`src/hw/rtl/assert_macros.svh`:
```
// assertion helpers, clocked on clk_i and quiet while rst_ni is low
`ifndef ASSERT_MACROS_SVH
`define ASSERT_MACROS_SVH

// same-cycle implication
`define PTF_ASSERT_NOW(lbl, ante, cons, msg) \
  lbl: assert property (@(posedge clk_i) disable iff (!rst_ni) (ante) |-> (cons)) \
    else $error(msg);

// next-cycle implication
`define PTF_ASSERT_NEXT(lbl, ante, cons, msg) \
  lbl: assert property (@(posedge clk_i) disable iff (!rst_ni) (ante) |=> (cons)) \
    else $error(msg);

`endif

```
`src/hw/rtl/ptf_pkg.sv`:
```
`timescale 1ns / 1ps
package ptf_pkg;

  localparam int OFFSET_BITS = 10;
  localparam int NUM_PAGES   = 8;
  localparam int FRAME_BITS  = 8;
  localparam int ADDR_W      = 16;
  localparam int PAGE_W      = $clog2(NUM_PAGES);
  localparam int VPN_W       = ADDR_W - OFFSET_BITS;
  localparam int PA_W        = FRAME_BITS + OFFSET_BITS;
  localparam int DISK_W      = 8;
  localparam int IDX_W       = 3;
  localparam int CFG_W       = 4;

  localparam logic [CFG_W-1:0] PAGES_IN_USE_RESET = CFG_W'(5);

  typedef enum logic [1:0] {
    OP_READ       = 2'd0,
    OP_WRITE      = 2'd1,
    OP_LOAD_ENTRY = 2'd2,
    OP_LOAD_SLOT  = 2'd3
  } op_e;

  typedef enum logic [1:0] {
    KIND_XLATE = 2'd0,
    KIND_FAULT = 2'd1,
    KIND_RANGE = 2'd2,
    KIND_LOAD  = 2'd3
  } kind_e;

  typedef enum logic [1:0] {
    CMD_ACCESS,
    CMD_RANGE,
    CMD_LOAD_ENTRY,
    CMD_LOAD_SLOT
  } cmd_e;

  typedef enum logic [1:0] {
    ST_IDLE,
    ST_EXEC,
    ST_TRANS
  } back_state_e;

  typedef struct packed {
    op_e                  opcode;
    logic [ADDR_W-1:0]    logical_address;
    logic [IDX_W-1:0]     entry_index;
    logic [FRAME_BITS-1:0] entry_frame;
    logic                 entry_present;
    logic [DISK_W-1:0]    entry_disk_block;
    logic [PAGE_W-1:0]    queued_page;
  } in_item_t;

  typedef struct packed {
    kind_e                 kind;
    logic [PA_W-1:0]       physical_address;
    logic [PAGE_W-1:0]     victim_page;
    logic [FRAME_BITS-1:0] reused_frame;
    logic                  write_back;
    logic [DISK_W-1:0]     write_back_block;
    logic [DISK_W-1:0]     fetch_block;
    logic                  last;
  } out_item_t;

  // classified command passed from front to back
  typedef struct packed {
    cmd_e                  kind;
    logic                  is_write;
    logic [PAGE_W-1:0]     page;
    logic [OFFSET_BITS-1:0] offset;
    logic [IDX_W-1:0]      idx;
    logic [FRAME_BITS-1:0] frame;
    logic                  present;
    logic [DISK_W-1:0]     disk;
    logic [PAGE_W-1:0]     qpage;
  } cmd_t;

endpackage

```
`src/hw/rtl/paged_translation_fifo_replace.sv`:
```
`timescale 1ns / 1ps
// Paged address translation with FIFO replacement. Items enter through a
// two-entry command queue, so the input side keeps accepting, until the
// queue is full, while the back end works and while a result waits in the
// output register. An access to a present page first reads the frame and
// disk block memories into registers and then delivers, and a page fault
// gives a fault transfer followed by the translation transfer. The page
// table length register is written over its own valid/ready port, always
// ready; the user must write it only while the block is idle, which the
// block does not enforce. No clearing pass is needed after reset:
// per-entry valid bits make unwritten table entries read zero.
`include "assert_macros.svh"
module paged_translation_fifo_replace #(
  parameter int RESIDENT_FRAMES = 3
) (
  input  logic                      clk_i,
  input  logic                      rst_ni,
  input  logic                      cfg_valid_i,
  output logic                      cfg_ready_o,
  input  logic [ptf_pkg::CFG_W-1:0] cfg_data_i,
  input  logic                      in_valid_i,
  output logic                      in_stall_o,
  input  ptf_pkg::in_item_t         in_data_i,
  output logic                      out_valid_o,
  input  logic                      out_stall_i,
  output ptf_pkg::out_item_t        out_data_o
);
  import ptf_pkg::*;

  cmd_t front_cmd;
  cmd_t q_cmd;
  logic q_full, q_valid, q_pop, q_push;

  assign in_stall_o = q_full;
  assign q_push     = in_valid_i && !q_full;

  // classify incoming items
  ptf_front u_front (
    .clk_i      (clk_i),
    .rst_ni     (rst_ni),
    .cfg_valid_i(cfg_valid_i),
    .cfg_ready_o(cfg_ready_o),
    .cfg_data_i (cfg_data_i),
    .item_i     (in_data_i),
    .cmd_o      (front_cmd)
  );

  // decoupling queue
  ptf_queue u_queue (
    .clk_i  (clk_i),
    .rst_ni (rst_ni),
    .push_i (q_push),
    .data_i (front_cmd),
    .full_o (q_full),
    .pop_i  (q_pop),
    .valid_o(q_valid),
    .data_o (q_cmd)
  );

  // table, fifo and result sequencing
  ptf_back #(
    .RESIDENT_FRAMES(RESIDENT_FRAMES)
  ) u_back (
    .clk_i      (clk_i),
    .rst_ni     (rst_ni),
    .cmd_valid_i(q_valid),
    .cmd_i      (q_cmd),
    .cmd_pop_o  (q_pop),
    .out_valid_o(out_valid_o),
    .out_stall_i(out_stall_i),
    .out_data_o (out_data_o)
  );

  // a fault report never closes an item
  `PTF_ASSERT_NOW(a_fault_not_last, out_valid_o && (out_data_o.kind == KIND_FAULT), !out_data_o.last, "fault result marked last")

  // every other result closes its item
  `PTF_ASSERT_NOW(a_other_last, out_valid_o && (out_data_o.kind != KIND_FAULT), out_data_o.last, "single result not marked last")

  // the translation follows a taken fault report at once
  `PTF_ASSERT_NEXT(a_fault_then_xlate, out_valid_o && !out_stall_i && (out_data_o.kind == KIND_FAULT), out_valid_o && (out_data_o.kind == KIND_XLATE), "translation missing after fault")

  // pops only happen with a command in the queue
  `PTF_ASSERT_NOW(a_pop_nonempty, q_pop, q_valid, "queue popped while empty")

endmodule

```
`src/hw/rtl/ptf_front.sv`:
```
`timescale 1ns / 1ps
module ptf_front (
  input  logic                       clk_i,
  input  logic                       rst_ni,
  input  logic                       cfg_valid_i,
  output logic                       cfg_ready_o,
  input  logic [ptf_pkg::CFG_W-1:0]  cfg_data_i,
  input  ptf_pkg::in_item_t          item_i,
  output ptf_pkg::cmd_t              cmd_o
);
  import ptf_pkg::*;

  logic [CFG_W-1:0] pages_in_use_q;
  logic [CFG_W-1:0] limit;
  logic [VPN_W-1:0] vpn;
  logic             in_range;

  // page table length register
  assign cfg_ready_o = 1'b1;

  always_ff @(posedge clk_i or negedge rst_ni) begin
    if (!rst_ni) begin
      pages_in_use_q <= PAGES_IN_USE_RESET;
    end else if (cfg_valid_i) begin
      pages_in_use_q <= cfg_data_i;
    end
  end

  // range check against the clamped table length
  assign limit    = (pages_in_use_q > CFG_W'(NUM_PAGES)) ? CFG_W'(NUM_PAGES) : pages_in_use_q;
  assign vpn      = item_i.logical_address[ADDR_W-1:OFFSET_BITS];
  assign in_range = vpn < VPN_W'(limit);

  // classify the item
  always_comb begin
    cmd_o          = '0;
    cmd_o.is_write = (item_i.opcode == OP_WRITE);
    cmd_o.page     = vpn[PAGE_W-1:0];
    cmd_o.offset   = item_i.logical_address[OFFSET_BITS-1:0];
    cmd_o.idx      = item_i.entry_index;
    cmd_o.frame    = item_i.entry_frame;
    cmd_o.present  = item_i.entry_present;
    cmd_o.disk     = item_i.entry_disk_block;
    cmd_o.qpage    = item_i.queued_page;
    case (item_i.opcode)
      OP_READ, OP_WRITE: begin
        cmd_o.kind = in_range ? CMD_ACCESS : CMD_RANGE;
      end
      OP_LOAD_ENTRY: begin
        cmd_o.kind = CMD_LOAD_ENTRY;
      end
      OP_LOAD_SLOT: begin
        cmd_o.kind = CMD_LOAD_SLOT;
      end
      default: begin
        cmd_o.kind = CMD_RANGE;
      end
    endcase
  end

endmodule

```
`src/hw/rtl/ptf_queue.sv`:
```
`timescale 1ns / 1ps
module ptf_queue (
  input  logic          clk_i,
  input  logic          rst_ni,
  input  logic          push_i,
  input  ptf_pkg::cmd_t data_i,
  output logic          full_o,
  input  logic          pop_i,
  output logic          valid_o,
  output ptf_pkg::cmd_t data_o
);
  import ptf_pkg::*;

  cmd_t       entry_q [2];
  logic       wr_ptr_q, wr_ptr_d;
  logic       rd_ptr_q, rd_ptr_d;
  logic [1:0] count_q, count_d;

  assign full_o  = count_q[1];
  assign valid_o = (count_q != 2'd0);
  assign data_o  = entry_q[rd_ptr_q];

  // pointer and fill count
  always_comb begin
    wr_ptr_d = wr_ptr_q ^ push_i;
    rd_ptr_d = rd_ptr_q ^ pop_i;
    count_d  = count_q + 2'(push_i) - 2'(pop_i);
  end

  always_ff @(posedge clk_i or negedge rst_ni) begin
    if (!rst_ni) begin
      wr_ptr_q <= 1'b0;
      rd_ptr_q <= 1'b0;
      count_q  <= 2'd0;
    end else begin
      wr_ptr_q <= wr_ptr_d;
      rd_ptr_q <= rd_ptr_d;
      count_q  <= count_d;
    end
  end

  // entry storage
  always_ff @(posedge clk_i) begin
    if (push_i) begin
      entry_q[wr_ptr_q] <= data_i;
    end
  end

endmodule

```
`src/hw/rtl/ptf_back.sv`:
```
`timescale 1ns / 1ps
module ptf_back #(
  parameter int RESIDENT_FRAMES = 3
) (
  input  logic              clk_i,
  input  logic              rst_ni,
  input  logic              cmd_valid_i,
  input  ptf_pkg::cmd_t     cmd_i,
  output logic              cmd_pop_o,
  output logic              out_valid_o,
  input  logic              out_stall_i,
  output ptf_pkg::out_item_t out_data_o
);
  import ptf_pkg::*;

  localparam int SLOT_W  = (RESIDENT_FRAMES > 1) ? $clog2(RESIDENT_FRAMES) : 1;
  localparam int SLOTX_W = SLOT_W + IDX_W;

  back_state_e state_q, state_d;

  // page table
  logic [NUM_PAGES-1:0]  present_q;
  logic [NUM_PAGES-1:0]  dirty_q;
  logic [FRAME_BITS-1:0] frame_mem [NUM_PAGES];
  logic [NUM_PAGES-1:0]  frame_vld_q;
  logic [DISK_W-1:0]     disk_mem [NUM_PAGES];
  logic [NUM_PAGES-1:0]  disk_vld_q;

  // resident-page fifo
  logic [PAGE_W-1:0] fifo_pages_q [RESIDENT_FRAMES];
  logic [SLOT_W-1:0] head_q;
  logic [SLOTX_W-1:0] slot_ext;

  // registered reads
  logic [FRAME_BITS-1:0] frame_pg_q, frame_v_q;
  logic [DISK_W-1:0]     disk_pg_q, disk_v_q;
  logic [PAGE_W-1:0]     victim_q;
  logic [PAGE_W-1:0]     victim;

  // output register
  out_item_t out_q;
  logic      out_valid_q;
  out_item_t res;
  logic      res_load;
  logic      load_ok;

  // action strobes
  logic do_load_entry, do_load_slot, do_fault, do_set_dirty;

  // frame memory write port
  logic                  frame_we;
  logic [PAGE_W-1:0]     frame_wa;
  logic [FRAME_BITS-1:0] frame_wd;

  assign load_ok  = !out_valid_q || !out_stall_i;
  assign victim   = fifo_pages_q[head_q];
  assign slot_ext = SLOTX_W'(cmd_i.idx);

  // next state
  always_comb begin
    state_d = state_q;
    case (state_q)
      ST_IDLE: begin
        if (cmd_valid_i && (cmd_i.kind == CMD_ACCESS)) begin
          state_d = ST_EXEC;
        end
      end
      ST_EXEC: begin
        if (load_ok) begin
          state_d = present_q[cmd_i.page] ? ST_IDLE : ST_TRANS;
        end
      end
      ST_TRANS: begin
        if (load_ok) begin
          state_d = ST_IDLE;
        end
      end
      default: begin
        state_d = ST_IDLE;
      end
    endcase
  end

  always_ff @(posedge clk_i or negedge rst_ni) begin
    if (!rst_ni) begin
      state_q <= ST_IDLE;
    end else begin
      state_q <= state_d;
    end
  end

  // results and table actions
  always_comb begin
    res           = '0;
    res_load      = 1'b0;
    cmd_pop_o     = 1'b0;
    do_load_entry = 1'b0;
    do_load_slot  = 1'b0;
    do_fault      = 1'b0;
    do_set_dirty  = 1'b0;
    case (state_q)
      ST_IDLE: begin
        if (cmd_valid_i && load_ok && (cmd_i.kind != CMD_ACCESS)) begin
          res_load      = 1'b1;
          cmd_pop_o     = 1'b1;
          res.last      = 1'b1;
          res.kind      = (cmd_i.kind == CMD_RANGE) ? KIND_RANGE : KIND_LOAD;
          do_load_entry = (cmd_i.kind == CMD_LOAD_ENTRY);
          do_load_slot  = (cmd_i.kind == CMD_LOAD_SLOT);
        end
      end
      ST_EXEC: begin
        if (load_ok) begin
          res_load = 1'b1;
          if (present_q[cmd_i.page]) begin
            cmd_pop_o            = 1'b1;
            do_set_dirty         = cmd_i.is_write;
            res.kind             = KIND_XLATE;
            res.physical_address = {frame_pg_q, cmd_i.offset};
            res.last             = 1'b1;
          end else begin
            do_fault             = 1'b1;
            res.kind             = KIND_FAULT;
            res.victim_page      = victim_q;
            res.reused_frame     = frame_v_q;
            res.write_back       = dirty_q[victim_q];
            res.write_back_block = disk_v_q;
            res.fetch_block      = disk_pg_q;
          end
        end
      end
      ST_TRANS: begin
        if (load_ok) begin
          res_load             = 1'b1;
          cmd_pop_o            = 1'b1;
          do_set_dirty         = cmd_i.is_write;
          res.kind             = KIND_XLATE;
          res.physical_address = {frame_v_q, cmd_i.offset};
          res.last             = 1'b1;
        end
      end
      default: begin
        res_load = 1'b0;
      end
    endcase
  end

  // present, dirty and valid bits
  always_ff @(posedge clk_i or negedge rst_ni) begin
    if (!rst_ni) begin
      present_q   <= '0;
      dirty_q     <= '0;
      frame_vld_q <= '0;
      disk_vld_q  <= '0;
    end else begin
      if (do_load_entry) begin
        present_q[cmd_i.idx]   <= cmd_i.present;
        dirty_q[cmd_i.idx]     <= 1'b0;
        frame_vld_q[cmd_i.idx] <= 1'b1;
        disk_vld_q[cmd_i.idx]  <= 1'b1;
      end
      if (do_fault) begin
        present_q[victim_q]     <= 1'b0;
        present_q[cmd_i.page]   <= 1'b1;
        dirty_q[cmd_i.page]     <= 1'b0;
        frame_vld_q[cmd_i.page] <= 1'b1;
      end
      if (do_set_dirty) begin
        dirty_q[cmd_i.page] <= 1'b1;
      end
    end
  end

  // frame and disk block memories
  always_comb begin
    frame_we = do_load_entry || do_fault;
    frame_wa = do_fault ? cmd_i.page : cmd_i.idx;
    frame_wd = do_fault ? frame_v_q : cmd_i.frame;
  end

  always_ff @(posedge clk_i) begin
    if (frame_we) begin
      frame_mem[frame_wa] <= frame_wd;
    end
    if (do_load_entry) begin
      disk_mem[cmd_i.idx] <= cmd_i.disk;
    end
  end

  // operand reads while waiting for a command
  always_ff @(posedge clk_i) begin
    if (state_q == ST_IDLE) begin
      victim_q   <= victim;
      frame_pg_q <= frame_vld_q[cmd_i.page] ? frame_mem[cmd_i.page] : '0;
      frame_v_q  <= frame_vld_q[victim] ? frame_mem[victim] : '0;
      disk_pg_q  <= disk_vld_q[cmd_i.page] ? disk_mem[cmd_i.page] : '0;
      disk_v_q   <= disk_vld_q[victim] ? disk_mem[victim] : '0;
    end
  end

  // resident fifo and head
  always_ff @(posedge clk_i or negedge rst_ni) begin
    if (!rst_ni) begin
      head_q <= '0;
      for (int i = 0; i < RESIDENT_FRAMES; i++) begin
        fifo_pages_q[i] <= '0;
      end
    end else begin
      if (do_load_slot && (slot_ext < SLOTX_W'(RESIDENT_FRAMES))) begin
        fifo_pages_q[slot_ext[SLOT_W-1:0]] <= cmd_i.qpage;
      end
      if (do_fault) begin
        fifo_pages_q[head_q] <= cmd_i.page;
        head_q <= (head_q == SLOT_W'(RESIDENT_FRAMES - 1)) ? '0 : head_q + 1'b1;
      end
    end
  end

  // output register
  always_ff @(posedge clk_i or negedge rst_ni) begin
    if (!rst_ni) begin
      out_valid_q <= 1'b0;
    end else if (res_load) begin
      out_valid_q <= 1'b1;
    end else if (!out_stall_i) begin
      out_valid_q <= 1'b0;
    end
  end

  always_ff @(posedge clk_i) begin
    if (res_load) begin
      out_q <= res;
    end
  end

  assign out_valid_o = out_valid_q;
  assign out_data_o  = out_q;

endmodule
```
`config.mk`:
```
export PLATFORM = sky130hd
export DESIGN_NAME = paged_translation_fifo_replace
export DESIGN_NICKNAME = d
export VERILOG_FILES = /design/src/hw/rtl/ptf_pkg.sv /design/src/hw/rtl/paged_translation_fifo_replace.sv /design/src/hw/rtl/ptf_front.sv /design/src/hw/rtl/ptf_queue.sv /design/src/hw/rtl/ptf_back.sv
export VERILOG_INCLUDE_DIRS = /design/src /design/src/hw/rtl
export SDC_FILE = /design/constraint.sdc
export NUM_CORES = 1
export LEC_CHECK = 0
export CAP_MARGIN = 10
export CORE_ASPECT_RATIO = 0.6
export CORE_MARGIN = 2
export CORE_UTILIZATION = 50
export CTS_CLUSTER_SIZE = 40
export DETAILED_ROUTE_END_ITERATION = 6
export DONT_BUFFER_PORTS = 1
export GPL_TIMING_DRIVEN = 1
export HOLD_SLACK_MARGIN = 0.02
export MAX_ROUTING_LAYER = met4
export PLACE_DENSITY = 0.77
export REMOVE_ABC_BUFFERS = 1
export SLEW_MARGIN = 10
export SYNTH_ARGS = -nofsm -noshare
export SYNTH_HDL_FRONTEND = slang
export SYNTH_SLANG_ARGS = --single-unit
```
`constraint.sdc`:
```
create_clock -name clk_i -period 4.6 [get_ports clk_i]
set_input_delay 0.69 -clock clk_i [delete_from_list [all_inputs] [get_ports clk_i]]
set_output_delay 0.69 -clock clk_i [all_outputs]
set_load 0.1 [all_outputs]
```
# After elaboration in Yosys (flattened, before gate mapping)
# Memory sizes are Yosys's and may differ from the RTL's. A register that Yosys moved wholly into a read port is not among the register bits.
# Cells that the tools add are included.
word_totals:
  input_bits: 50
  out_inout_bits: 52
  word_cells: 184
  memories: 3
  latch_bits: 0
  regBits: 106
  ramBits: 206
  romBits: 0
memory_table:
  columns: ["memory", "depth", "word_bits", "rd", "rd_clocked_by_memory_dff", "write_ports", "line_no", "rtl"]
  rows:
  - ["u_queue.entry_q", 2, 39, 1, 0, 1, "ptf_queue.sv:14", "cmd_t entry_q [2];"]
  - ["u_back.disk_mem", 8, 8, 2, 2, 1, "ptf_back.sv:26", "logic [DISK_W-1:0] disk_mem [NUM_PAGES];"]
  - ["u_back.frame_mem", 8, 8, 2, 2, 1, "ptf_back.sv:24", "logic [FRAME_BITS-1:0] frame_mem [NUM_PAGES];"]
op_classes:
  add_sub_neg: 3
  eq_ne: 13
  bitwise: 17
  order_cmp: 14
  n_div: 0
  shifts: 0
  mul: 0
  n_reduce_logical: 28
  n_mux: 83
op_table:
  columns: ["op", "n"]
  rows:
  - ["$mux W8", 8]
  - ["$mux W48", 1]
  - ["$or A8 B8 Y8", 5]
  - ["$mux W18", 2]
  - ["$pmux W18 S2", 1]
  - ["$mux W1", 34]
  - ["$mux W28", 1]
  - ["$and A8 B8 Y8", 3]
  - ["$not A8 Y8", 3]
  - ["$bmux W1 S3", 6]
  - ["$bwmux W9", 2]
  - ["$mux W9", 2]
  - ["$pmux W2 S3", 3]
  - ["$lt A3 B4 Y1 const B", 4]
  - ["$mux W3", 5]
  - ["$demux W3 S2", 2]
  - ["$eq A2 B2 Y1 const B", 6]
  - ["$mux W2", 6]
  - ["$logic_and A1 B1 Y1", 10]
  - ["$demux W1 S3", 3]
  - ["$ge A3 B1 Y1 const B", 3]
  - ["$bwmux W8", 1]
  - ["$ne A2 B1 Y1 const B", 4]
  - ["$logic_not A1 Y1", 7]
  - ["other kinds (22)", 36]

# Depth between registers and ports, before layout
# Gate-level depths: netlist (run 1).
# An unclocked memory read counts as a cell.
depth:
  ltp_word: 12
  ltp_mapped: 12

# Hierarchy
# A second synthesis (run 1) with hierarchy kept.
hier_totals:
  hier_cells: 1172
  hier_area_um2: 15751.4
by_module_without_submodules:
  columns: ["module", "cells_per_inst", "area_each_um2", "instances"]
  rows:
  - ["ptf_back", 974, 12182.9, 1]
  - ["ptf_queue", 136, 3030.4, 1]
  - ["ptf_front", 61, 524.3, 1]
  - ["paged_translation_fifo_replace", 1, 13.8, 1]

# Worst setup path after synthesis (run 1)
# OpenSTA, ideal clock, no wires.
synth_timing:
  path_kind: "register to register"
  start: "register u_back.state_q[0]"
  end: "register u_back.out_q (netlist bit u_back.out_data_o[0]) (enable)"
  stages_incl_launch_ff: 6
  t_arrival_ns: 4.349
  slack_ns: -0.223
  synth_period_minus_slack_ns: 4.823
  path_cell_list: "dfrtp_1 -> inv_1 -> ha_1 -> and2_1 -> nand2_1 -> a21oi_1"
synth_via:
  elab_chain_len: 3
  elab_cells_between_ends: 5
  classes_between: "eq/ne (2); mux (1); reduce/logical (2)"
synth_lines:
  columns: ["item", "line_no", "rtl"]
  rows:
  - ["start, declared", "ptf_back.sv:19", "back_state_e state_q, state_d;"]
  - ["start signal, assigned", "ptf_back.sv:88", "state_q <= state_d;"]
  - ["$eq A2 B1 Y1 or $eq A2 B2 Y1 (tied branches)", "ptf_back.sv:101", "case (state_q)"]
  - ["$reduce_or A2 Y1 (no line)", null, null]
  - ["$pmux W1 S2 *", "ptf_back.sv:101", null]
  - ["named net u_back.res_load", "ptf_back.sv:44", "logic res_load;"]
  - ["end signal, assigned", "ptf_back.sv:232", "out_q <= res;"]
  - ["end, declared", "ptf_back.sv:41", "out_item_t out_q;"]
# The timed path passes the listed nets; every way through them passes the cells marked *.
# A chain may end at the register's enable or synchronous reset.

# Worst setup path after layout (run 1)
layout_timing:
  start: "register u_queue.rd_ptr_q"
  end: "memory u_back.frame_mem[1][7] (data pin)"
layout_via:
  elab_chain_len: 7
layout_lines:
  columns: ["item", "line_no", "rtl"]
  rows:
  - ["start, declared", "ptf_queue.sv:16", "logic rd_ptr_q, rd_ptr_d;"]
  - ["start signal, assigned", "ptf_queue.sv:37", "rd_ptr_q <= rd_ptr_d;"]
  - ["$mem_v2 Z2 W39 *", null, null]
  - ["$bmux W1 S3", "ptf_back.sv:115", "if (present_q[cmd_i.page]) begin"]
  - ["$mux W1 (not written as such)", "ptf_back.sv:115", null]
  - ["$mux W1", "ptf_back.sv:115", null]
  - ["$mux W1", "ptf_back.sv:113", "if (load_ok) begin"]
  - ["$mux W1", "ptf_back.sv:101", null]
  - ["$mux W8 *", "ptf_back.sv:178", "frame_wd = do_fault ? frame_v_q : cmd_i.frame;"]
  - ["named net u_back.frame_wd[7]", "ptf_back.sv:53", "logic [FRAME_BITS-1:0] frame_wd;"]
  - ["end, declared", "ptf_back.sv:24", null]
# The timed path passes the listed nets; every way through them passes the cells marked *. The select of a mux whose other input is x is not followed.

==> run_results.csv, run 1 <==
group,metric,value,unit
status,outcome,"finished clean",
sta,post-route-worst-setup-slack,715.2,ps
sta,layout_min_cycle_time,3885,ps
global_route,largest_net_degree_at_the_start_of_global_routing,55,
floorplanning,design.portCount,102,
setup_path,end_kind,"register",
logic_synthesis,total_of_warnings_raised_by_yosys,0,
logic_synthesis,ys_top_cells_by_area,"sky130_fd_sc_hd__edfxtp_1, sky130_fd_sc_hd__dfrtp_1, sky130_fd_sc_hd__mux2i_1",
logic_synthesis,ys_types,75,
finish,final_layout_size_suffix_gt1_share,15.04,%
detailed_routing,routed-via-count,9844,
detailed_routing,drt_pre_antenna_iters,6,
placement,place_congestion,0.9507,
worst_hold_path,worstHoldPathType,"input port to register",
sta,fin_worst_hold_slack,194.6,ps
sta,number_of_max_slew_violations_in_the_final_report,0,
run,max_cap_viol_count,0,
setup_path,critical_path.slowest_cell,"sky130_fd_sc_hd__a211oi_4",
sta,fin_skew,22.61,ps
sta,final.setup.tns,0,ps
detailed_routing,drt_wl_total,41.10,mm
clock_tree,tritoncts.num_buffers,30,
setup_path,cp_data_required_time,4890,ps
placement,place_worst_setup_slack,745.6,ps
global_route,grt_pass1_wl,60.93,mm
clock_tree,clk_pin_slew_worst_paths,70,ps
setup_path,timing.critical_path.arrival,4170,ps
setup_path,crit_path_start_kind,"register",
floorplanning,initial_utilization,50.82,%
detailed_routing,routedWlPerCell,27.31,um
clock_tree,cts_htree_levels,1,
global_route,grt_total_ovfl,0,
sta,tightest_slew,1276,ps
global_route,antenna_violations_before_repair,0,
sta,final-setup-viol-count,0,
logic_synthesis,synthDominantCellAreaShare,57.16,%
sta,timing.final.crit_share,84.45,%
logic_synthesis,ys.flop_type,"sky130_fd_sc_hd__edfxtp_1",
global_route,grt_pass1_vias,9627,
finish,nets_finish,1134,
clock_tree,cts_num_sinks,344,
logic_synthesis,synth_top_cell_by_area,"sky130_fd_sc_hd__edfxtp_1",
floorplanning,design.die.area,31930,um^2
setup_path,cpPeakStageDelay,840,ps
sta,timing.slew.headroom,14.82,%
sta,timing.final.hold_violations,0,
setup_path,worst-path-max-fanout,21,
floorplanning,die_h,139.2,um
logic_synthesis,syn-instance-count,1064,
detailed_routing,drt-vias-per-instance,6.541,
global_route,gr-usage-all-layers,26.22,%
clock_tree,ctsRootBufferMaster,"sky130_fd_sc_hd__clkbuf_16",
clock_tree,cts_resized,0,
finish,antenna_cells,0,
finish,flow.area_growth_from_synthesis,10.13,%
setup_path,crit_type,"register to register",
logic_synthesis,synth.cell_area,15240,um^2
sta,fmax,0.2574,GHz
floorplanning,std_cell_rows,49,
logic_synthesis,synth.ff_latch_count,344,
floorplanning,die_w,229.4,um
setup_path,crit_chain,"mux2i_4 -> mux2i_2 -> a2111oi_4 -> buf_4 -> a211oi_4 -> buf_4 -> mux2_1",
logic_synthesis,yosys.cell_count.top_type,"sky130_fd_sc_hd__edfxtp_1",
setup_path,cpMostUsedCell,"sky130_fd_sc_hd__buf_4",
logic_synthesis,syn_area_per_cell,14.32,um^2
placement,post-dp-hpwl,26.51,mm
clock_tree,worstSkewPairLatency,590,ps
clock_tree,clk_path_buf_depth,3,
placement,io_buffers,0,
logic_synthesis,synth_common_cells,"sky130_fd_sc_hd__edfxtp_1, sky130_fd_sc_hd__nand2_1, sky130_fd_sc_hd__mux2i_1",
detailed_routing,antenna_left,0,
setup_path,worst-r2r-setup-slack,720,ps
sta,rsz0062_at_grt,"no",
detailed_routing,first_iter_violations,1762,
logic_synthesis,ys_seq_area_share,66.04,%
finish,finalCoreUtilization,55.97,%
clock_tree,tritoncts,"done",
floorplanning,core_area,29980,um^2
logic_synthesis,async_reset_ff_share,15.70,%
logic_synthesis,number_of_enable_flip_flop_cells_after_synthesis,290,
detailed_routing,drcViolationCount,0,
[final timing paths]
| path | from | end | cells past startpoint |
|---|---|---|---|
| worst max-delay path | u_queue.rd_ptr_q$_DFF_PN0_ | u_back.frame_mem[1][7]$_DFFE_PP_ | 7 |
| worst min-delay path | in_data_i[30] | u_queue.entry_q[1][30]$_DFFE_PP_ | 0 |
| worst max register to register | u_queue.rd_ptr_q$_DFF_PN0_ | u_back.frame_mem[1][7]$_DFFE_PP_ | 7 |
| worst min register to register | u_back.frame_vld_q[6]$_DFF_PN0_ | u_back.frame_vld_q[6]$_DFF_PN0_ | 2 |
| max in group asynchronous | rst_ni | u_front.pages_in_use_q[0]$_DFFE_PN1P_ | 2 |
| min in group asynchronous | rst_ni | u_back.present_q[2]$_DFF_PN0_ | 2 |
[worst max-delay path, delay by kind of cell, from the launching register on]
kind	cells	cell delay, ps
AOI/OAI and AO/OA	2	970
muxes	3	1350
buffers and inverters	2	570
DFF	1	710
[metrics by stage]
stage,cell area (um^2),std cells
after floorplan,14940,1005
after global placement,15750,1447
after detailed placement,15750,1447
after CTS,16780,1505
after global routing,16780,1505
final,16780,1505
[layout make-up]
cell class	count	area (um^2)
Fill cell	2332	13200
Sequential cell	344	10060
Clock inverter	17	193.9
Multi-Input combinational cell	629	4803
Inverter	32	120.1
Clock buffer	39	794.5
Timing Repair Buffer	36	292.8
Tap cell	408	510.5
[cell families (layout without fill, tap and decap cells)]
family	Yosys count	count (layout)	share of synthesized area, %
AO/OA/AOI/OAI	251	251	13.36
XOR/XNOR	2	2	0.1150
adder cells (fa/ha/maj)	11	11	0.9033
buffers and inverters	91	124	2.751
flip-flops	344	344	66.04
multiplexers	121	121	8.705
other	1	1	0.02461
AND/OR/NAND/NOR	243	243	8.097
[metal layers]
metal | up-vias | GRT usage, % | part of all wire (%)
li1 | 4197 | - | -
met1 | 4782 | 38.84 | 43
met2 | 750 | 33.72 | 40
met3 | 115 | 8.934 | 14
met4 | 0 | 7.826 | 3.0
met5 | - | - | 0
[layout by cell type (no fill, tap or decap), types with 6 or more instances in the layout]
cell                          n
sky130_fd_sc_hd__nor3b_1      7
sky130_fd_sc_hd__or3_1       10
sky130_fd_sc_hd__a21oi_1      9
sky130_fd_sc_hd__nor2_2      12
sky130_fd_sc_hd__a22o_1      13
sky130_fd_sc_hd__buf_4       34
sky130_fd_sc_hd__ha_1         8
sky130_fd_sc_hd__inv_1       31
sky130_fd_sc_hd__nor2b_1     10
sky130_fd_sc_hd__mux2i_1     76
sky130_fd_sc_hd__nand3_1     13
sky130_fd_sc_hd__nand3b_1     6
sky130_fd_sc_hd__edfxtp_1   290
sky130_fd_sc_hd__mux2_1       9
sky130_fd_sc_hd__a32o_1      32
sky130_fd_sc_hd__clkinv_2     6
sky130_fd_sc_hd__o211ai_1    14
sky130_fd_sc_hd__a41oi_1     13
sky130_fd_sc_hd__or2_2       10
sky130_fd_sc_hd__a22oi_1     59
sky130_fd_sc_hd__nor3_1      13
sky130_fd_sc_hd__nor2_1      24
sky130_fd_sc_hd__a211oi_1    23
sky130_fd_sc_hd__and2_1      29
sky130_fd_sc_hd__clkbuf_1     8
sky130_fd_sc_hd__dfrtp_1     51
sky130_fd_sc_hd__nand2_1     85
sky130_fd_sc_hd__clkbuf_16   30
sky130_fd_sc_hd__mux2_2      30
sky130_fd_sc_hd__o21ai_0     27
sky130_fd_sc_hd__o32ai_1      6
[registers in the layout (all words and copies together) (netlist names)]
signal and flops:
u_queue.entry_q 78, u_back.disk_mem 64, u_back.frame_mem 64, u_back.out_data_o 49, u_back.fifo_pages_q 9, u_back.dirty_q 8, u_back.disk_pg_q 8, u_back.disk_v_q 8
u_back.disk_vld_q 8, u_back.frame_pg_q 8, u_back.frame_v_q 8, u_back.frame_vld_q 8, u_back.present_q 8, u_front.pages_in_use_q 4, u_back.victim_q 3, u_back.head_q 2
u_back.state_q 2, u_queue.count_q 2, u_back.out_valid_o 1, u_queue.rd_ptr_q 1, u_queue.wr_ptr_q 1
[what timing repair did]
item                      CTS  global route
hold buffers                2             0
buffers inserted            0             0
hold endpoints to repair   54             0
Power of run 1 is not shown: default switching activity piles up to over one toggle a cycle in this logic, so the estimate is an artifact.
==> inputs of run 2 (changes only) <==
==> constraint.sdc (replaced) <==
create_clock -name clk_i -period 3.1 [get_ports clk_i]
set_input_delay 0.465 -clock clk_i [delete_from_list [all_inputs] [get_ports clk_i]]
set_output_delay 0.465 -clock clk_i [all_outputs]
set_load 0.1 [all_outputs]
==> run 2 against run 1 <==
  * Global-route usage up 1.3 points
  * Core utilization up 2.8 points
  * Clock skew down 7.2 ps
  * Cell area up 5.0%
  * Worst hold slack worse by 160 ps
  * Via count up 4.6%
  * Routed wire length up 2.9%
  * Register-to-register slack worse by 620 ps
  * Flip-flop and latch count unchanged
  * Final cell count up 5.4%
  * Sequential share of layout area down 2.9 points
  * Die area unchanged
  * Largest cell class unchanged
==> run_results.csv, run 2 (synthesis results as in run 1) <==
group,metric,value,unit
placement,post-place-cells,1488,
finish,antenna_cells,0,
finish,sequential_cell_area,10070,um^2
worst_hold_path,worstHoldPathType,"input port to register",
global_route,grt_total_ovfl,0,
setup_path,critical_path.slowest_cell,"sky130_fd_sc_hd__dfrtp_4",
power_and_ir_drop,powerDensity,1226,nW/um^2
placement,post-dp-hpwl,27.89,mm
finish,n_fill_cell,2281,
clock_tree,clk_path_buf_depth,3,
setup_path,end_kind,"register",
finish,final_common_cell,"sky130_fd_sc_hd__edfxtp_1",
sta,number_of_max_slew_violations_in_the_final_report,0,
global_route,grt_pass1_vias,10280,
sta,timing.final.crit_share,96.84,%
sta,tightest_slew,921.6,ps
worst_hold_path,hold_path_end,"u_front.pages_in_use_q[2]$_DFFE_PN1P_",
global_route,grt_pass1_wl,64.23,mm
setup_path,crit_chain,"mux2i_4 -> mux2i_2 -> a2111oi_4 -> a211oi_4 -> buf_4 -> mux2_1",
clock_tree,ctsRootBufferMaster,"sky130_fd_sc_hd__clkbuf_16",
finish,finalCoreUtilization,58.77,%
floorplanning,std_cell_rows,49,
placement,io_buffers,0,
global_route,antenna_violations_before_repair,0,
floorplanning,core_area,29980,um^2
worst_hold_path,worstHoldPathCells,1,
setup_path,crit-reg2reg-capture,"u_back.frame_mem[2][7]$_DFFE_PP_",
detailed_routing,drt-vias-per-instance,6.489,
power_and_ir_drop,ir_worst_vdd,0.0008914,V
sta,fin_skew,15.37,ps
setup_path,cpPeakStageDelay,560,ps
clock_tree,clk_pin_slew_worst_paths,70,ps
sta,timing.slew.headroom,38.69,%
clock_tree,cts_htree_levels,1,
setup_path,crit_path_start_kind,"register",
clock_tree,worstSkewPairLatency,580,ps
detailed_routing,drt_wl_total,42.28,mm
sta,fmax,0.3331,GHz
finish,final_layout_size_suffix_gt1_share,17.06,%
setup_path,worst-path-max-fanout,16,
setup_path,cp_data_required_time,3380,ps
placement,place_congestion,0.9482,
floorplanning,design.die.area,31930,um^2
detailed_routing,routed-via-count,10290,
floorplanning,design.portCount,102,
detailed_routing,routedWlPerCell,26.66,um
detailed_routing,drcViolationCount,0,
setup_path,timing.critical_path.arrival,3280,ps
finish,layout.cell_area.non_filler,17620,um^2
run,max_cap_viol_count,0,
sta,timing.final.hold_violations,0,
setup_path,r2r_cells,6,
clock_tree,tritoncts,"done",
power_and_ir_drop,leakage,6.110,nW
finish,stdcell_count,1586,
global_route,gr-usage-all-layers,27.48,%
finish,nets_finish,1215,
worst_hold_path,worstHoldStart,"cfg_data_i[2]",
finish,largest_register_ff_count,78,
floorplanning,die_w,229.4,um
finish,flow.area_growth_from_synthesis,15.65,%
finish,highest_count_cells_in_the_layout_ignoring_fill_and_taps,"sky130_fd_sc_hd__edfxtp_1, sky130_fd_sc_hd__nand2_1, sky130_fd_sc_hd__mux2i_1",
sta,layout_min_cycle_time,3002,ps
setup_path,worst_r2r_startpoint,"u_queue.rd_ptr_q$_DFF_PN0_",
finish,multi_input_area,4773,um^2
finish,registers_with_the_highest_flip_flop_counts,"u_queue.entry_q: 78 flops, u_back.disk_mem: 64 flops, u_back.frame_mem: 64 flops",
global_route,largest_net_degree_at_the_start_of_global_routing,55,
setup_path,crit_type,"register to register",
status,outcome,"finished clean",
floorplanning,initial_utilization,50.82,%
clock_tree,cts_num_sinks,344,
detailed_routing,first_iter_violations,1679,
finish,top_register,"u_queue.entry_q",
placement,place_area,16110,um^2
setup_path,worst-r2r-setup-slack,100,ps
sta,fin_worst_hold_slack,38.80,ps
detailed_routing,antenna_left,0,
sta,rsz0062_at_grt,"no",
floorplanning,die_h,139.2,um
detailed_routing,drt_pre_antenna_iters,7,
clock_tree,tritoncts.num_buffers,31,
sta,final-setup-viol-count,0,
==> run 2: cell types whose count changed in the layout (fill, tap and decap cells not counted), sizes merged <==
cell / change
buf: +41
dlygate4sd3: +39
clkinv: -4
inv: +4
clkbuf: -2
clkinvlp: +2
bufinv: +1
==> run 2: area by class of cell <==
type                       instances  share of cell area (%)
multi-input combinational        629                   27.09
tap                              408                   2.897
sequential                       344                   57.13
clock buffer                      37                   4.587
inverter                          32                  0.6817
clock inverter                    20                   1.569
timing repair buffer             116                   6.050
==> run 2: worst max path at each step <==
stage / startpoint / to
after floorplan: u_queue.rd_ptr_q$_DFF_PN0_ / u_back.out_data_o[0]$_DFFE_PP_
after global placement: u_queue.rd_ptr_q$_DFF_PN0_ / u_back.frame_mem[0][3]$_DFFE_PP_
after detailed placement: u_queue.rd_ptr_q$_DFF_PN0_ / u_back.frame_mem[2][5]$_DFFE_PP_
after CTS: u_queue.rd_ptr_q$_DFF_PN0_ / u_back.frame_mem[1][5]$_DFFE_PP_
after global routing: u_queue.rd_ptr_q$_DFF_PN0_ / u_back.frame_mem[3][1]$_DFFE_PP_
final: u_queue.rd_ptr_q$_DFF_PN0_ / u_back.frame_mem[2][7]$_DFFE_PP_
==> run 2: where the power goes <==
group	total (W)	switching (W)	internal [W]
Clock	0.00410	0.00178	0.00232
Sequential	0.0100	0.00306	0.00693
Combinational	0.00750	0.00480	0.00270
Total	0.0216	0.00965	0.0120
==> run 2: critical path: cells and delay by family, from the launching register on <==
kind | cells | cell delay [ps]
muxes | 3 | 1310
DFF | 1 | 560
AOI/OAI and AO/OA | 2 | 530
buffers and inverters | 1 | 300
==> run 2: repair_timing <==
action / in CTS / in global routing
endpoints found under the hold margin: 130 / 0
setup buffers: 0 / 0
hold buffers: 41 / 0
endpoints found under the setup margin: 0 / 57
resized for setup: 0 / 1
==> run 2: routing by layer <==
metal | share of wire [%] | GRT usage (%) | vias up
li1 | - | - | 4368
met1 | 43 | 40.49 | 5074
met2 | 42 | 37.48 | 753
met3 | 13 | 7.480 | 97
met4 | 2.4 | 7.245 | 0
met5 | 0 | - | -
==> run 2: stage by stage <==
| step | setup WS (ps) | setup TNS (ps) | total power (W) |
|---|---|---|---|
| 2_1_floorplan | -2054 | -379990 | 0.01427 |
| 3_5_place_dp | 122.1 | 0 | 0.01729 |
| 5_1_grt | 14.75 | 0 | 0.02240 |
| 6_report | 97.98 | 0 | 0.02160 |
| 3_3_place_gp | 267.5 | 0 | 0.01705 |
| 4_1_cts | 101.0 | 0 | 0.02147 |
Note: power is estimated with default switching activity, not from simulation.
==> inputs of run 3 (changes only) <==
--- a/config.mk
+++ b/config.mk
@@ -9,14 +9,14 @@
 export CAP_MARGIN = 10
 export CORE_ASPECT_RATIO = 0.6
 export CORE_MARGIN = 2
-export CORE_UTILIZATION = 50
+export CORE_UTILIZATION = 40
 export CTS_CLUSTER_SIZE = 40
 export DETAILED_ROUTE_END_ITERATION = 6
 export DONT_BUFFER_PORTS = 1
 export GPL_TIMING_DRIVEN = 1
 export HOLD_SLACK_MARGIN = 0.02
 export MAX_ROUTING_LAYER = met4
-export PLACE_DENSITY = 0.77
+export PLACE_DENSITY = 0.65
 export REMOVE_ABC_BUFFERS = 1
 export SLEW_MARGIN = 10
 export SYNTH_ARGS = -nofsm -noshare
==> run 3 against run 2 <==
  * Worst setup slack got worse by 9.9 ps
  * Via count decreased by 2.9%
  * Register-to-register slack about the same
  * Largest cell class unchanged
==> run_results.csv, run 3 (synthesis results as in run 1) <==
group,metric,value,unit
floorplanning,initial_utilization,40.48,%
clock_tree,cts_htree_levels,1,
sta,tightest_slew,958.7,ps
worst_hold_path,worstHoldPathType,"input port to register",
finish,largest_register_ff_count,78,
run,max_cap_viol_count,0,
sta,fin_skew,21.40,ps
clock_tree,cts_num_sinks,344,
sta,timing.final.hold_violations,0,
clock_tree,clk_pin_slew_worst_paths,70,ps
finish,final_common_cell,"sky130_fd_sc_hd__edfxtp_1",
setup_path,cp_data_required_time,3350,ps
placement,post-dp-hpwl,27.74,mm
finish,highest_count_cells_in_the_layout_ignoring_fill_and_taps,"sky130_fd_sc_hd__edfxtp_1, sky130_fd_sc_hd__nand2_1, sky130_fd_sc_hd__mux2i_1",
floorplanning,core_area,37640,um^2
sta,number_of_max_slew_violations_in_the_final_report,0,
setup_path,crit_path_start_kind,"register",
clock_tree,tritoncts,"done",
setup_path,timing.critical_path.arrival,3270,ps
clock_tree,clk_path_buf_depth,3,
sta,timing.slew.headroom,36.22,%
detailed_routing,drt_wl_total,42.03,mm
floorplanning,design.die.area,39720,um^2
clock_tree,worstSkewPairLatency,580,ps
finish,final_layout_size_suffix_gt1_share,16.44,%
sta,post-route-worst-setup-slack,88.10,ps
floorplanning,die_h,155.2,um
global_route,gr-usage-all-layers,21.77,%
global_route,grt_total_ovfl,0,
finish,nets_finish,1217,
finish,layout.cell_area.non_filler,17700,um^2
sta,final-setup-viol-count,0,
placement,place_area,16200,um^2
sta,rsz0062_at_grt,"no",
detailed_routing,first_iter_violations,1447,
clock_tree,ctsRootBufferMaster,"sky130_fd_sc_hd__clkbuf_16",
floorplanning,die_w,256.0,um
floorplanning,std_cell_rows,55,
finish,registers_with_the_highest_flip_flop_counts,"u_queue.entry_q: 78 flops, u_back.disk_mem: 64 flops, u_back.frame_mem: 64 flops",
global_route,largest_net_degree_at_the_start_of_global_routing,55,
placement,io_buffers,0,
power_and_ir_drop,powerDensity,1203,nW/um^2
power_and_ir_drop,ir_worst_vdd,0.0006775,V
global_route,antenna_violations_before_repair,2,
floorplanning,design.portCount,102,
global_route,grt_pass1_wl,63.34,mm
sta,timing.final.crit_share,97.16,%
finish,flow.area_growth_from_synthesis,16.16,%
finish,top_register,"u_queue.entry_q",
detailed_routing,routed-via-count,9989,
sta,fmax,0.3320,GHz
power_and_ir_drop,totalPowerFinal,0.02128,W
sta,layout_min_cycle_time,3012,ps
setup_path,end_kind,"register",
detailed_routing,drt-vias-per-instance,5.897,
detailed_routing,drcViolationCount,0,
placement,place_congestion,0.9278,
global_route,grt_pass1_vias,10020,
detailed_routing,antenna_left,0,
detailed_routing,routedWlPerCell,24.81,um
setup_path,crit_type,"register to register",
power_and_ir_drop,leakage,6.080,nW
status,outcome,"finished clean",
clock_tree,tritoncts.num_buffers,31,
placement,place_worst_setup_slack,171.0,ps
detailed_routing,drt_pre_antenna_iters,6,
sta,fin_worst_hold_slack,52.21,ps
setup_path,worst-path-max-fanout,22,
## run 3: cell types whose count changed in the layout (fill, tap and decap cells not counted), moves of 2 or more
cell | before | now
sky130_fd_sc_hd__clkbuf_1 | 5 | 3
sky130_fd_sc_hd__dlygate4sd3_1 | 40 | 45
sky130_fd_sc_hd__clkinv_4 | 4 | 0
sky130_fd_sc_hd__buf_4 | 69 | 67
sky130_fd_sc_hd__clkinv_1 | 2 | 8
sky130_fd_sc_hd__inv_8 | 3 | 0
sky130_fd_sc_hd__clkinv_2 | 2 | 8
## run 3: power breakdown
| group | switching (W) | internal [W] | leakage (nW) |
|---|---|---|---|
| registers | 0.00303 | 0.00693 | 3.36 |
| logic | 0.00477 | 0.00269 | 2.23 |
| clock network | 0.00171 | 0.00216 | 0.491 |
## run 3: area by class of cell
cell class / instances / area (um^2)
inverters: 32 / 120.1
flip-flops and latches: 344 / 10070
clock inverters: 23 / 214.0
clock buffers: 34 / 787.0
repair buffers: 118 / 1081
multi-input cells: 629 / 4786
fillers: 3281 / 19940
well taps: 513 / 641.9
diodes: 1 / 2.502
## run 3: repair_timing
item                                    in CTS  in global routing
endpoints found under the setup margin       0                  1
gates resized for setup                      0                  1
hold buffers                                46                  0
setup buffers                                0                  0
hold endpoints to repair                   133                  0
## run 3: through the flow
stage / setup TNS, ps / std cells / util [%]
after floorplan: -379990 / 1005 / -
after global placement: 0 / 1590 / 43.05
after detailed placement: 0 / 1590 / 43.05
after CTS: 0 / 1693 / 46.98
after global routing: 0 / 1694 / 47.02
final: 0 / 1694 / 47.02
## run 3: worst max-delay path, cell delays in order, from the launching register on
cell,delay [ps]
sky130_fd_sc_hd__dfrtp_4,500
sky130_fd_sc_hd__mux2i_4,390
sky130_fd_sc_hd__mux2i_1,420
sky130_fd_sc_hd__a211oi_2,170
sky130_fd_sc_hd__a211oi_4,410
sky130_fd_sc_hd__buf_12,240
sky130_fd_sc_hd__mux2_1,530
## run 3: final timing paths
kind	cells after the start	end	slack, ps	from
worst max-delay path	6	u_back.frame_mem[7][4]$_DFFE_PP_	90	u_queue.rd_ptr_q$_DFF_PN0_
worst min-delay path	1	u_front.pages_in_use_q[0]$_DFFE_PN1P_	50	cfg_valid_i
worst max register to register	6	u_back.frame_mem[7][4]$_DFFE_PP_	90	u_queue.rd_ptr_q$_DFF_PN0_
worst min register to register	2	u_back.disk_vld_q[5]$_DFFE_PN0N_	470	u_back.disk_vld_q[5]$_DFFE_PN0N_
max in group asynchronous	2	u_front.pages_in_use_q[0]$_DFFE_PN1P_	2350	rst_ni
min in group asynchronous	2	u_back.fifo_pages_q[6]$_DFF_PN0_	410	rst_ni
## run 3: per-layer routing
metal  global-route usage, %  part of all wire (%)  up-vias
met2                   30.69                    42      626
li1                        -                     -     4362
met1                   31.49                    45     4915
met4                   4.121                   1.8        0
met3                   6.077                    11       86
met5                       -                     0        -
